[config.mk]
export PLATFORM = sky130hd
export DESIGN_NAME = protobuf_field_parser
export DESIGN_NICKNAME = d
export VERILOG_FILES = /design/src/rtl/pfp_pkg.sv /design/src/rtl/pfp_byte_queue.sv /design/src/rtl/pfp_result_queue.sv /design/src/rtl/pfp_front.sv /design/src/rtl/pfp_back.sv /design/src/rtl/protobuf_field_parser.sv
export SDC_FILE = /design/constraint.sdc
export NUM_CORES = 1
export LEC_CHECK = 0
export BUFFER_PORTS_ARGS = -buffer_cell sky130_fd_sc_hd__buf_4
export CAP_MARGIN = 20
export CORE_ASPECT_RATIO = 1.1
export CORE_UTILIZATION = 45
export DETAILED_ROUTE_END_ITERATION = 8
export PLACE_DENSITY = 0.64
export SYNTH_ARGS = -nofsm -noshare
export SYNTH_HDL_FRONTEND = slang
export SYNTH_HIERARCHICAL = 1
export SYNTH_SLANG_ARGS = --single-unit
[constraint.sdc]
create_clock -name clk -period 6.64 [get_ports clk]
set_clock_uncertainty 0.15 [all_clocks]
set_input_delay 0.664 -clock clk [delete_from_list [all_inputs] [get_ports clk]]
set_output_delay 0.664 -clock clk [all_outputs]
set_load 0.02 [all_outputs]
[src/rtl/pfp_pkg.sv]
// types and constants of the protobuf field parser
// depends on nothing; used by every module of the block
package pfp_pkg;

	localparam int LEN_W     = 16;
	localparam int FIELD_W   = 29;
	localparam int Q_DEPTH   = 4;
	localparam int Q_PTR_W   = $clog2(Q_DEPTH);
	localparam int Q_CNT_W   = Q_PTR_W + 1;

	localparam logic [2:0] WIRE_VARINT = 3'd0;
	localparam logic [2:0] WIRE_FIX64  = 3'd1;
	localparam logic [2:0] WIRE_BYTES  = 3'd2;
	localparam logic [2:0] WIRE_FIX32  = 3'd5;

	typedef enum logic [2:0] {
		K_VARINT  = 3'd0,
		K_HEADER  = 3'd1,
		K_PAYLOAD = 3'd2,
		K_ERROR   = 3'd3,
		K_END     = 3'd4
	} kind_t;

	typedef enum logic [1:0] {
		E_ZERO_FIELD = 2'd0,
		E_BAD_WIRE   = 2'd1,
		E_TOO_LONG   = 2'd2
	} err_t;

	typedef enum logic [2:0] {
		PH_TAG     = 3'd0,
		PH_VALUE   = 3'd1,
		PH_LEN     = 3'd2,
		PH_PAYLOAD = 3'd3,
		PH_SKIP    = 3'd4,
		PH_DONE    = 3'd5
	} phase_t;

	// classified byte from the front to the back
	typedef struct packed {
		logic [7:0]       data;
		logic             first;
		logic             past_end;
		logic             last;
		logic [LEN_W-1:0] left;
	} byte_ent_t;

	typedef struct packed {
		kind_t              kind;
		logic [FIELD_W-1:0] field;
		logic [2:0]         wtype;
		logic [31:0]        value;
		logic [LEN_W-1:0]   length;
		logic [7:0]         payload;
		logic               payload_last;
		err_t               err;
		logic               msg_end;
	} res_ent_t;

endpackage

[src/rtl/pfp_byte_queue.sv]
// short queue of classified bytes between the front and the back
// depends on pfp_pkg
module pfp_byte_queue (
	input  logic              clk,
	input  logic              arst_n,
	input  logic              push,
	input  pfp_pkg::byte_ent_t wdata,
	output logic              full,
	input  logic              pop,
	output pfp_pkg::byte_ent_t rdata,
	output logic              empty
);

	pfp_pkg::byte_ent_t                 ent_q [pfp_pkg::Q_DEPTH];
	logic [pfp_pkg::Q_PTR_W-1:0]        wr_ptr_q;
	logic [pfp_pkg::Q_PTR_W-1:0]        rd_ptr_q;
	logic [pfp_pkg::Q_CNT_W-1:0]        cnt_q;
	logic                               do_push;
	logic                               do_pop;

	assign full    = (cnt_q == pfp_pkg::Q_CNT_W'(pfp_pkg::Q_DEPTH));
	assign empty   = (cnt_q == '0);
	assign do_push = push && !full;
	assign do_pop  = pop && !empty;
	assign rdata   = ent_q[rd_ptr_q];

	always_ff @(posedge clk or negedge arst_n) begin
		if (!arst_n) begin
			wr_ptr_q <= '0;
			rd_ptr_q <= '0;
			cnt_q    <= '0;
		end else begin
			if (do_push)
				wr_ptr_q <= wr_ptr_q + 1'b1;
			if (do_pop)
				rd_ptr_q <= rd_ptr_q + 1'b1;
			if (do_push && !do_pop)
				cnt_q <= cnt_q + 1'b1;
			else if (do_pop && !do_push)
				cnt_q <= cnt_q - 1'b1;
		end
	end

	always_ff @(posedge clk) begin
		if (do_push)
			ent_q[wr_ptr_q] <= wdata;
	end

endmodule

[src/rtl/pfp_result_queue.sv]
// output queue of finished results, read from the result ports
// depends on pfp_pkg
module pfp_result_queue (
	input  logic              clk,
	input  logic              arst_n,
	input  logic              push,
	input  pfp_pkg::res_ent_t wdata,
	output logic              full,
	input  logic              pop,
	output pfp_pkg::res_ent_t rdata,
	output logic              empty
);

	pfp_pkg::res_ent_t           ent_q [pfp_pkg::Q_DEPTH];
	logic [pfp_pkg::Q_PTR_W-1:0] wr_ptr_q;
	logic [pfp_pkg::Q_PTR_W-1:0] rd_ptr_q;
	logic [pfp_pkg::Q_CNT_W-1:0] cnt_q;
	logic                        do_push;
	logic                        do_pop;

	assign full    = (cnt_q == pfp_pkg::Q_CNT_W'(pfp_pkg::Q_DEPTH));
	assign empty   = (cnt_q == '0);
	assign do_push = push && !full;
	assign do_pop  = pop && !empty;
	assign rdata   = ent_q[rd_ptr_q];

	always_ff @(posedge clk or negedge arst_n) begin
		if (!arst_n) begin
			wr_ptr_q <= '0;
			rd_ptr_q <= '0;
			cnt_q    <= '0;
		end else begin
			if (do_push)
				wr_ptr_q <= wr_ptr_q + 1'b1;
			if (do_pop)
				rd_ptr_q <= rd_ptr_q + 1'b1;
			if (do_push && !do_pop)
				cnt_q <= cnt_q + 1'b1;
			else if (do_pop && !do_push)
				cnt_q <= cnt_q - 1'b1;
		end
	end

	always_ff @(posedge clk) begin
		if (do_push)
			ent_q[wr_ptr_q] <= wdata;
	end

endmodule

[src/rtl/pfp_front.sv]
// front end: tracks the byte position and marks first, last and past-end bytes
// depends on pfp_pkg
module pfp_front (
	input  logic                      clk,
	input  logic                      arst_n,
	input  logic                      accept,
	input  logic [7:0]                data_byte,
	input  logic [pfp_pkg::LEN_W-1:0] message_length,
	input  logic                      first_byte,
	output pfp_pkg::byte_ent_t        ent
);

	logic [pfp_pkg::LEN_W-1:0] pos_q;
	logic [pfp_pkg::LEN_W-1:0] pos;
	logic [pfp_pkg::LEN_W:0]   after;
	logic                      past;

	assign pos   = first_byte ? '0 : pos_q;
	assign past  = (pos >= message_length);
	assign after = {1'b0, pos} + 1'b1;

	always_comb begin
		ent          = '0;
		ent.data     = data_byte;
		ent.first    = first_byte;
		ent.past_end = past;
		ent.last     = !past && (after == {1'b0, message_length});
		// bytes left after this one, only meaningful when not past the end
		ent.left     = message_length - after[pfp_pkg::LEN_W-1:0];
	end

	// the position freezes past the end; the back stops until a new message
	always_ff @(posedge clk or negedge arst_n) begin
		if (!arst_n)
			pos_q <= '0;
		else if (accept)
			pos_q <= past ? pos : after[pfp_pkg::LEN_W-1:0];
	end

endmodule

[src/rtl/pfp_back.sv]
// back end: varint collection, tag decode, field and payload sequencing
// depends on pfp_pkg
module pfp_back (
	input  logic               clk,
	input  logic               arst_n,
	input  logic               in_valid,
	input  pfp_pkg::byte_ent_t ent,
	output logic               in_pop,
	input  logic               res_full,
	output logic               res_push,
	output pfp_pkg::res_ent_t  res
);

	pfp_pkg::phase_t                phase_q, phase_d;
	logic [31:0]                    acc_q, acc_d;
	logic [2:0]                     grp_q, grp_d;
	logic [pfp_pkg::FIELD_W-1:0]    field_q, field_d;
	logic [2:0]                     wire_q, wire_d;
	logic [pfp_pkg::LEN_W-1:0]      rem_q, rem_d;

	pfp_pkg::phase_t                ph;
	logic [31:0]                    acc;
	logic [2:0]                     grp;
	logic [31:0]                    grp_bits;
	logic [31:0]                    v;
	logic [pfp_pkg::LEN_W-1:0]      rem_n;
	logic                           done;
	logic                           have;
	logic                           stop;
	logic                           fire;

	assign fire   = in_valid && !res_full;
	assign in_pop = fire;

	always_ff @(posedge clk or negedge arst_n) begin
		if (!arst_n) begin
			phase_q <= pfp_pkg::PH_TAG;
			acc_q   <= '0;
			grp_q   <= '0;
			field_q <= '0;
			wire_q  <= '0;
			rem_q   <= '0;
		end else begin
			phase_q <= phase_d;
			acc_q   <= acc_d;
			grp_q   <= grp_d;
			field_q <= field_d;
			wire_q  <= wire_d;
			rem_q   <= rem_d;
		end
	end

	always_comb begin
		ph       = phase_q;
		acc      = acc_q;
		grp      = grp_q;
		field_d  = field_q;
		wire_d   = wire_q;
		rem_d    = rem_q;
		if (ent.first) begin
			ph      = pfp_pkg::PH_TAG;
			acc     = '0;
			grp     = '0;
			field_d = '0;
			wire_d  = '0;
			rem_d   = '0;
		end

		case (grp)
			3'd0:    grp_bits = {25'd0, ent.data[6:0]};
			3'd1:    grp_bits = {18'd0, ent.data[6:0], 7'd0};
			3'd2:    grp_bits = {11'd0, ent.data[6:0], 14'd0};
			3'd3:    grp_bits = {4'd0, ent.data[6:0], 21'd0};
			3'd4:    grp_bits = {ent.data[3:0], 28'd0};
			default: grp_bits = '0;
		endcase
		v     = acc | grp_bits;
		done  = !ent.data[7] || (grp == 3'd4);
		rem_n = (rem_d != '0) ? rem_d - 1'b1 : rem_d;

		phase_d  = ph;
		acc_d    = acc;
		grp_d    = grp;
		res      = '0;
		have     = 1'b0;
		stop     = 1'b0;
		res_push = 1'b0;

		if (!fire) begin
			phase_d = phase_q;
			acc_d   = acc_q;
			grp_d   = grp_q;
			field_d = field_q;
			wire_d  = wire_q;
			rem_d   = rem_q;
		end else if (ph == pfp_pkg::PH_DONE) begin
			phase_d = pfp_pkg::PH_DONE;
		end else if (ent.past_end) begin
			phase_d = pfp_pkg::PH_DONE;
		end else begin
			case (ph)
				pfp_pkg::PH_TAG, pfp_pkg::PH_VALUE, pfp_pkg::PH_LEN: begin
					if (!done && !ent.last) begin
						acc_d = v;
						grp_d = grp + 1'b1;
					end else begin
						// varint complete, or cut short by the message end
						acc_d = '0;
						grp_d = '0;
						case (ph)
							pfp_pkg::PH_TAG: begin
								field_d = v[31:3];
								wire_d  = v[2:0];
								if (v[31:3] == '0) begin
									res.kind = pfp_pkg::K_ERROR;
									res.err  = pfp_pkg::E_ZERO_FIELD;
									have     = 1'b1;
									stop     = 1'b1;
								end else if (v[2:0] == pfp_pkg::WIRE_VARINT) begin
									if (ent.last) begin
										res.kind = pfp_pkg::K_VARINT;
										have     = 1'b1;
									end else
										phase_d = pfp_pkg::PH_VALUE;
								end else if (v[2:0] == pfp_pkg::WIRE_BYTES) begin
									if (ent.last) begin
										res.kind = pfp_pkg::K_HEADER;
										have     = 1'b1;
									end else
										phase_d = pfp_pkg::PH_LEN;
								end else if (v[2:0] == pfp_pkg::WIRE_FIX32) begin
									rem_d   = pfp_pkg::LEN_W'(4);
									phase_d = pfp_pkg::PH_SKIP;
								end else if (v[2:0] == pfp_pkg::WIRE_FIX64) begin
									rem_d   = pfp_pkg::LEN_W'(8);
									phase_d = pfp_pkg::PH_SKIP;
								end else begin
									res.kind = pfp_pkg::K_ERROR;
									res.err  = pfp_pkg::E_BAD_WIRE;
									have     = 1'b1;
									stop     = 1'b1;
								end
							end
							pfp_pkg::PH_VALUE: begin
								res.kind  = pfp_pkg::K_VARINT;
								res.value = v;
								have      = 1'b1;
								phase_d   = pfp_pkg::PH_TAG;
							end
							default: begin
								if (v > {16'd0, ent.left}) begin
									res.kind = pfp_pkg::K_ERROR;
									res.err  = pfp_pkg::E_TOO_LONG;
									have     = 1'b1;
									stop     = 1'b1;
								end else begin
									res.kind   = pfp_pkg::K_HEADER;
									res.length = v[pfp_pkg::LEN_W-1:0];
									have       = 1'b1;
									rem_d      = v[pfp_pkg::LEN_W-1:0];
									phase_d    = (v == '0) ? pfp_pkg::PH_TAG
										: pfp_pkg::PH_PAYLOAD;
								end
							end
						endcase
					end
				end
				pfp_pkg::PH_PAYLOAD: begin
					rem_d            = rem_n;
					res.kind         = pfp_pkg::K_PAYLOAD;
					res.payload      = ent.data;
					res.payload_last = (rem_n == '0);
					have             = 1'b1;
					if (rem_n == '0)
						phase_d = pfp_pkg::PH_TAG;
				end
				default: begin
					// skipping a fixed-width field
					rem_d = rem_n;
					if (rem_n == '0)
						phase_d = pfp_pkg::PH_TAG;
				end
			endcase

			if (have) begin
				res.field = field_d;
				res.wtype = wire_d;
			end
			if (ent.last && !have) begin
				res.kind = pfp_pkg::K_END;
				have     = 1'b1;
			end
			if (stop || ent.last)
				phase_d = pfp_pkg::PH_DONE;
			res.msg_end = ent.last;
			res_push    = have;
		end
	end

endmodule

[src/rtl/protobuf_field_parser.sv]
// protobuf field parser: one message byte per cycle in while not full, at most one
// result per byte out; bytes are registered in the byte queue, results in the result
// queue; one byte per cycle, set by the single-step back end over a four-entry byte queue
// full rises only when the byte queue fills because results are not popped
// reset (arst_n low) empties both queues and returns the parser to the tag phase
module protobuf_field_parser (
	input  logic        clk,
	input  logic        arst_n,
	input  logic        push,
	output logic        full,
	input  logic [7:0]  data_byte,
	input  logic [15:0] message_length,
	input  logic        first_byte,
	output logic        empty,
	input  logic        pop,
	output logic [2:0]  kind,
	output logic [28:0] field_number,
	output logic [2:0]  wire_type,
	output logic [31:0] value,
	output logic [15:0] length,
	output logic [7:0]  payload_byte,
	output logic        payload_last,
	output logic [1:0]  error_code,
	output logic        message_end
);

	pfp_pkg::byte_ent_t front_ent;
	pfp_pkg::byte_ent_t back_ent;
	pfp_pkg::res_ent_t  back_res;
	pfp_pkg::res_ent_t  out_res;
	logic               accept;
	logic               bq_empty;
	logic               bq_pop;
	logic               rq_full;
	logic               rq_push;

	assign accept = push && !full;

	pfp_front u_front (
		.clk            (clk),
		.arst_n         (arst_n),
		.accept         (accept),
		.data_byte      (data_byte),
		.message_length (message_length),
		.first_byte     (first_byte),
		.ent            (front_ent)
	);

	pfp_byte_queue u_byte_queue (
		.clk    (clk),
		.arst_n (arst_n),
		.push   (push),
		.wdata  (front_ent),
		.full   (full),
		.pop    (bq_pop),
		.rdata  (back_ent),
		.empty  (bq_empty)
	);

	pfp_back u_back (
		.clk      (clk),
		.arst_n   (arst_n),
		.in_valid (!bq_empty),
		.ent      (back_ent),
		.in_pop   (bq_pop),
		.res_full (rq_full),
		.res_push (rq_push),
		.res      (back_res)
	);

	pfp_result_queue u_result_queue (
		.clk    (clk),
		.arst_n (arst_n),
		.push   (rq_push),
		.wdata  (back_res),
		.full   (rq_full),
		.pop    (pop),
		.rdata  (out_res),
		.empty  (empty)
	);

	assign kind         = out_res.kind;
	assign field_number = out_res.field;
	assign wire_type    = out_res.wtype;
	assign value        = out_res.value;
	assign length       = out_res.length;
	assign payload_byte = out_res.payload;
	assign payload_last = out_res.payload_last;
	assign error_code   = out_res.err;
	assign message_end  = out_res.msg_end;

endmodule

==> results of run 1 <==
placed cells by master, fill, tap and decap left out, drive strengths merged, types with 15 or more instances in the layout:
| cell | Yosys | routed |
|---|---|---|
| xnor2 | 35 | 35 |
| inv | 72 | 75 |
| ha | 49 | 49 |
| dfrtp | 116 | 116 |
| mux4 | 122 | 122 |
| buf | 54 | 166 |
| nor4 | 17 | 17 |
| o21ai | 119 | 119 |
| nand4 | 15 | 15 |
| nor3 | 23 | 23 |
| clkbuf | 73 | 71 |
| xor2 | 17 | 17 |
| clkinv | 1 | 34 |
| mux2i | 15 | 15 |
| and2 | 26 | 26 |
| nor2b | 29 | 29 |
| a21oi | 55 | 55 |
| a31oi | 42 | 42 |
| nand3 | 25 | 25 |
| nor2 | 172 | 172 |
| edfxtp | 488 | 488 |
| nand2 | 149 | 149 |
| a21o | 15 | 15 |
synth_stat cells (11+ instances only):
library cell,number,area (um2)
a21o_1,15,113
a21oi_1,54,270
a22oi_1,13,97.6
a31oi_1,42,263
and2_1,26,163
buf_2,28,140
buf_4,13,97.6
clkbuf_1,72,270
dfrtp_1,116,2900
edfxtp_1,488,14700
ha_1,49,613
inv_1,72,270
mux2i_1,15,150
mux4_2,121,2730
nand2_1,149,559
nand2b_1,11,68.8
nand3_1,24,120
nand4_1,15,93.8
nor2_1,170,638
nor2b_1,28,175
nor3_1,20,100
nor4_1,16,100
o21a_1,13,97.6
o21ai_0,114,571
or2_2,14,87.6
xnor2_1,34,298
xor2_1,17,149
layout make-up:
cell class	instances	area (um2)	area share, %
sequential	604	17600	56.2
tap	816	1020	3.27
clock buffer	71	1560	5.00
inverter	73	274	0.877
timing repair buffer	167	1300	4.15
multi-input combinational	1139	9170	29.3
clock inverter	42	348	1.11
how the worst max path moves through the flow:
stage / from / to / cells past startpoint
global route: u_byte_queue/rd_ptr_q[0] / u_result_queue/ent_q[3][74] / 11
CTS: u_byte_queue/rd_ptr_q[0] / u_result_queue/ent_q[3][74] / 11
global placement: u_byte_queue/rd_ptr_q[0] / u_result_queue/ent_q[3][43] / 11
finish: u_byte_queue/rd_ptr_q[0] / u_result_queue/ent_q[3][74] / 11
floorplan: u_byte_queue/rd_ptr_q[0] / u_result_queue/ent_q[0][0] / 20
detailed placement: u_byte_queue/rd_ptr_q[0] / u_result_queue/ent_q[3][78] / 11
power groups by stage:
stage                     clock (mW)  sequential [mW]  combinational [mW]
after floorplan                    0             5.13                4.41
after global placement             0             5.31                6.48
after detailed placement           0             5.35                6.53
after CTS                       3.33             5.27                6.55
after global routing            3.48             5.34                6.98
final                           3.27             5.26                6.56
kinds of logic after synthesis:
kind of cell	Yosys count	synth area share, %
compound gates	357	8.56
flops	604	63.6
buf+inv	200	3.36
fa+ha+maj	57	2.63
simple gates	526	9.30
xor+xnor	52	1.68
mux	147	10.9
registers in the layout (all words and copies together), names as in the netlist, 16 cells and up:
register,flops
u_back/field_q,29
u_byte_queue/ent_q,108
u_result_queue/ent_q,380
u_back/acc_q,32
u_front/pos_q,16
u_back/rem_q,16
through the flow:
stage          util [%]  instances
6_report           51.9       2912
5_1_grt            51.9       2912
2_1_floorplan         -       1943
3_5_place_dp       48.7       2797
4_1_cts            51.9       2911
3_3_place_gp       48.7       2797
layer usage:
metal  vias to the layer above  GRT usage [%]  part of all wire [%]
met5                         -              0                     0
met4                         0           12.4                   5.8
met3                       148           2.99                   5.2
met2                       623           39.7                    51
met1                      8665           27.3                    38
li1                       7616              -                     -
repair_timing:
| action | in CTS | in global routing |
|---|---|---|
| hold buffers | 1 | 0 |
| setup endpoints to repair | 0 | 0 |
| endpoints found under the hold margin | 20 | 0 |
==> results.json, run 1 <==
{
  "worst_ir_drop_vdd_uv": 250,
  "internal_power_mw": 9.06,
  "maxSlewViolCount": 0,
  "die_y_um": 262,
  "cts_tree": "yes",
  "drtIter0Drc": 1443,
  "yosysUniqueCellTypes": 103,
  "p_sw_share_pct": 39.9,
  "cts_sinks": 604,
  "wirelength_mm": 69.6,
  "r2r_start": "u_byte_queue/rd_ptr_q[0]",
  "min_from": "data_byte[5]",
  "clock_latency_ns": 0.63,
  "syn_area_um2": 27600,
  "synth_nets": 2024,
  "regToRegSetupSlack_ns": 0.94,
  "clk_pin_slew_worst_paths_ns": 0.06,
  "ioPinCount": 126,
  "r2r_cells": 11,
  "async_flop_share_pct": 19.2,
  "syn_area_per_cell_um2": 14.2,
  "slowest_stage": "mux4_1",
  "dieArea_um2": 62400,
  "drc_errors": 0,
  "cap_violations": 0,
  "clockBufferDepth": 3,
  "core_area_um2": 60200,
  "die_w_um": 238,
  "avgRoutedWirePerCell_um": 23.9,
  "synth_ff_type": "edfxtp_1",
  "cts_root_buf": "clkbuf_16",
  "synth_seq_cells": 604,
  "postPlaceCellArea_um2": 29300,
  "cpLargestDelayFamily": "simple AND/OR/NAND/NOR gates",
  "antenna_found_initial": 0,
  "fin_crit_sh_pct": 85.9,
  "cellLeakagePower_nw": 11.3,
  "min_delay_path_depth": 1,
  "critPathKind": "reg2reg",
  "min_period_ns": 5.70,
  "hold_viol": 0,
  "critical_path_required_ns": 6.76,
  "tns_ns": 0,
  "p_comb_share_pct": 43.5,
  "reg2reg_to": "u_result_queue/ent_q[3][74]",
  "power_mw": 15.1,
  "critPathMaxFanout": 32,
  "holdWs_ns": 0.0954,
  "pwr-share-seq_pct": 34.9,
  "cp.arrival_ns": 5.83,
  "holdPathEnd": "u_byte_queue/ent_q[0][24]",
  "p_sw_mw": 6.02,
  "critPathCaptureType": "flop",
  "yosysWarnings": 6,
  "min-delay-path-class": "in2reg",
  "grt_pass1_vias": 17400,
  "drive_gt1_share_pct": 21.4,
  "setup_slack_ns": 0.937,
  "fin_nets": 2126,
  "n_fill_cell": 5001,
  "stdcell_area_um2": 31200,
  "dp_slack_ns": 0.999,
  "start_util_pct": 45.9,
  "powerDensity_nw_per_um2": 483,
  "rows": 94,
  "grt_max_degree": 66,
  "postCtsSetupRepairBufs": 0,
  "dp_hpwl_mm": 47.1,
  "syn-instance-count": 1943,
  "port-buffer-count": 125,
  "antenna_cells": 0,
  "cpPeakStageDelay_ns": 0.79,
  "grt_overflow_total": 0,
  "postCtsResizedCells": 0,
  "rsz0062_at_grt": "no",
  "clkPwrFrac_pct": 21.7,
  "syn2layout_area_growth_pct": 13.1,
  "fmax_mhz": 175,
  "antenna_left": 0,
  "synth_edf_count": 488,
  "synth-seq-area-share_pct": 63.6,
  "setup-violations-final": 0,
  "worst_pin_slew_ns": 1.01,
  "cp-start-kind": "flop",
  "gp_congestion": 0.954,
  "grt_pass1_wl_mm": 107,
  "firstDrtPassIters": 6,
  "h-tree-depth": 2,
  "vias_per_cell": 5.86,
  "num_vias": 17100,
  "slew_headroom_pct": 30.8,
  "crit_path_cell_trace": "mux4_1 > or4_1 > a2111o_1 > o41ai_2 > and4bb_1 > a2111oi_0 > o21a_1 > a21oi_1 > nor2b_1 > and2_4 > buf_4",
  "cp_num_buf_inv": 1,
  "status": "finished, final reports clean",
  "numCtsBuffers": 60,
  "grtUsageTotal_pct": 22.7
}
No activity file was read; power rests on OpenSTA's default activity.
==> run 2: changes to the inputs <==
--- a/config.mk
+++ b/config.mk
@@ -10,7 +10,7 @@
 export CORE_ASPECT_RATIO = 1.1
 export CORE_UTILIZATION = 45
 export DETAILED_ROUTE_END_ITERATION = 8
-export PLACE_DENSITY = 0.64
+export PLACE_DENSITY = 0.61
 export SYNTH_ARGS = -nofsm -noshare
 export SYNTH_HDL_FRONTEND = slang
 export SYNTH_HIERARCHICAL = 1
==> constraint.sdc (replaced) <==
create_clock -name clk -period 6.72 [get_ports clk]
set_clock_uncertainty 0.15 [all_clocks]
set_input_delay 0.672 -clock clk [delete_from_list [all_inputs] [get_ports clk]]
set_output_delay 0.672 -clock clk [all_outputs]
set_load 0.02 [all_outputs]
==> results.json, run 2 (synthesis gave the netlist of run 1 again) <==
{
  "antenna_found_initial": 0,
  "cap_violations": 0,
  "powerDensity_nw_per_um2": 481,
  "hold_viol": 0,
  "cellLeakagePower_nw": 11.4,
  "h-tree-depth": 2,
  "critical_path_required_ns": 6.88,
  "worst_pin_slew_ns": 1.10,
  "largest_reg_flops": 380,
  "regMostFlops": "u_result_queue/ent_q",
  "syn2layout_area_growth_pct": 13.7,
  "top_usage_layer": "met2",
  "grtUsageMet3_pct": 2.89,
  "cp.arrival_ns": 5.86,
  "num_vias": 16900,
  "clock_latency_ns": 0.64,
  "fmax_mhz": 175,
  "antenna_left": 0,
  "drc_errors": 0,
  "cp_num_buf_inv": 2,
  "n_fill_cell": 5048,
  "dp_slack_ns": 1.02,
  "critPathKind": "reg2reg",
  "cpLargestDelayFamily": "simple AND/OR/NAND/NOR gates",
  "firstDrtPassIters": 6,
  "fin_crit_sh_pct": 84.8,
  "crit_path_cell_trace": "buf_4 > mux4_2 > or4_1 > o21ai_0 > and4_1 > and4bb_1 > a2111oi_0 > o21a_1 > a21oi_1 > nor2b_1 > and2_4 > buf_4",
  "slowest_stage": "and2_4",
  "reg_top3": "u_result_queue/ent_q (380), u_byte_queue/ent_q (108), u_back/acc_q (32)",
  "cts_sinks": 604,
  "grt_pass1_vias": 17100,
  "gp_congestion": 0.973,
  "cts_tree": "yes",
  "final_core_util_pct": 52.1,
  "rows": 94,
  "critPathMaxFanout": 49,
  "stdcell_area_um2": 31400,
  "regToRegSetupSlack_ns": 1.02,
  "cp_common_cell": "buf_4",
  "status": "finished, final reports clean",
  "wirelength_mm": 70.2,
  "critPathCaptureType": "flop",
  "final_common_cell": "edfxtp_1",
  "regArea_um2": 17600,
  "slew_headroom_pct": 24.7,
  "die_y_um": 262,
  "setup-violations-final": 0,
  "drtIter0Drc": 1304,
  "dieArea_um2": 62400,
  "tns_ns": 0,
  "numCtsBuffers": 59,
  "rsz0062_at_grt": "no",
  "min_period_ns": 5.70,
  "drive_gt1_share_pct": 21.6,
  "grt_max_degree": 66,
  "layout_common_cells": "488 x edfxtp_1, 170 x nor2_1, 164 x buf_4, 149 x nand2_1, 121 x mux4_2",
  "multi_input_area_um2": 9170,
  "clk_pin_slew_worst_paths_ns": 0.06,
  "vias_per_cell": 5.80,
  "cp-start-kind": "flop",
  "setup_slack_ns": 1.02,
  "cts_root_buf": "clkbuf_16",
  "holdWs_ns": 0.0963,
  "postPlaceCellArea_um2": 29400,
  "avgRoutedWirePerCell_um": 24.1,
  "maxSlewViolCount": 0,
  "ioPinCount": 126,
  "grt_pass1_wl_mm": 106,
  "clockBufferDepth": 3,
  "grtUsageTotal_pct": 22.7,
  "use_met1_pct": 27.8,
  "dp_hpwl_mm": 47.7,
  "grt_overflow_total": 0,
  "die_w_um": 238,
  "min-delay-path-class": "in2reg",
  "antenna_cells": 0,
  "cpPeakStageDelay_ns": 0.78,
  "port-buffer-count": 125,
  "worst_ir_drop_vdd_uv": 251,
  "start_util_pct": 45.9,
  "core_area_um2": 60200,
  "fin_nets": 2129,
  "met2_usage_pct": 40.4
}
-- run 2: timing repair --
item,4_1_cts,5_1_grt
endpoints found under the hold margin,30,0
resized for setup,0,0
setup buffers,0,0
hold buffers,1,0
-- run 2: stage by stage --
step | power (mW) | std cells
2_1_floorplan | 9.42 | 1943
3_3_place_gp | 11.7 | 2800
3_5_place_dp | 11.8 | 2802
4_1_cts | 15.2 | 2915
5_1_grt | 15.8 | 2915
6_report | 15.1 | 2915
-- run 2: area by class of cell --
class,count,area share [%]
inverter,73,0.873
timing repair buffer,171,4.26
sequential,604,55.9
tap,816,3.25
clock inverter,33,1.33
clock buffer,79,5.13
multi-input combinational,1139,29.2
-- run 2: worst paths after layout --
| path | to | startpoint | cells after the start |
|---|---|---|---|
| min in group asynchronous | u_front/pos_q[8] | arst_n | 2 |
| worst max register to register | u_result_queue/ent_q[2][30] | u_byte_queue/rd_ptr_q[0] | 12 |
| max in group asynchronous | u_result_queue/rd_ptr_q[1] | arst_n | 3 |
| worst min register to register | u_byte_queue/cnt_q[2] | u_byte_queue/cnt_q[2] | 1 |
| worst min-delay path | u_byte_queue/ent_q[2][23] | data_byte[4] | 1 |
| worst max-delay path | u_result_queue/ent_q[2][30] | u_byte_queue/rd_ptr_q[0] | 12 |
-- run 2: routing by layer --
layer	up-vias	part of all wire (%)
met1	8592	39
met3	137	4.7
met5	-	0
met4	0	4.4
li1	7614	-
met2	577	52
-- run 2: worst register-to-register path, delay by kind of cell, from the launching register on --
kind	cells	cell delay, ns
AND/OR/NAND/NOR	5	2.50
buffers and inverters	2	0.85
multiplexers	1	0.72
AO/OA/AOI/OAI	4	0.68
flip-flops	1	0.48
-- run 2: power breakdown --
part / leakage [nW] / internal [mW] / total [mW] / switching (mW)
logic: 4.29 / 2.33 / 6.44 / 4.11
registers: 6.08 / 4.84 / 5.25 / 0.410
clock network: 0.983 / 1.97 / 3.42 / 1.44
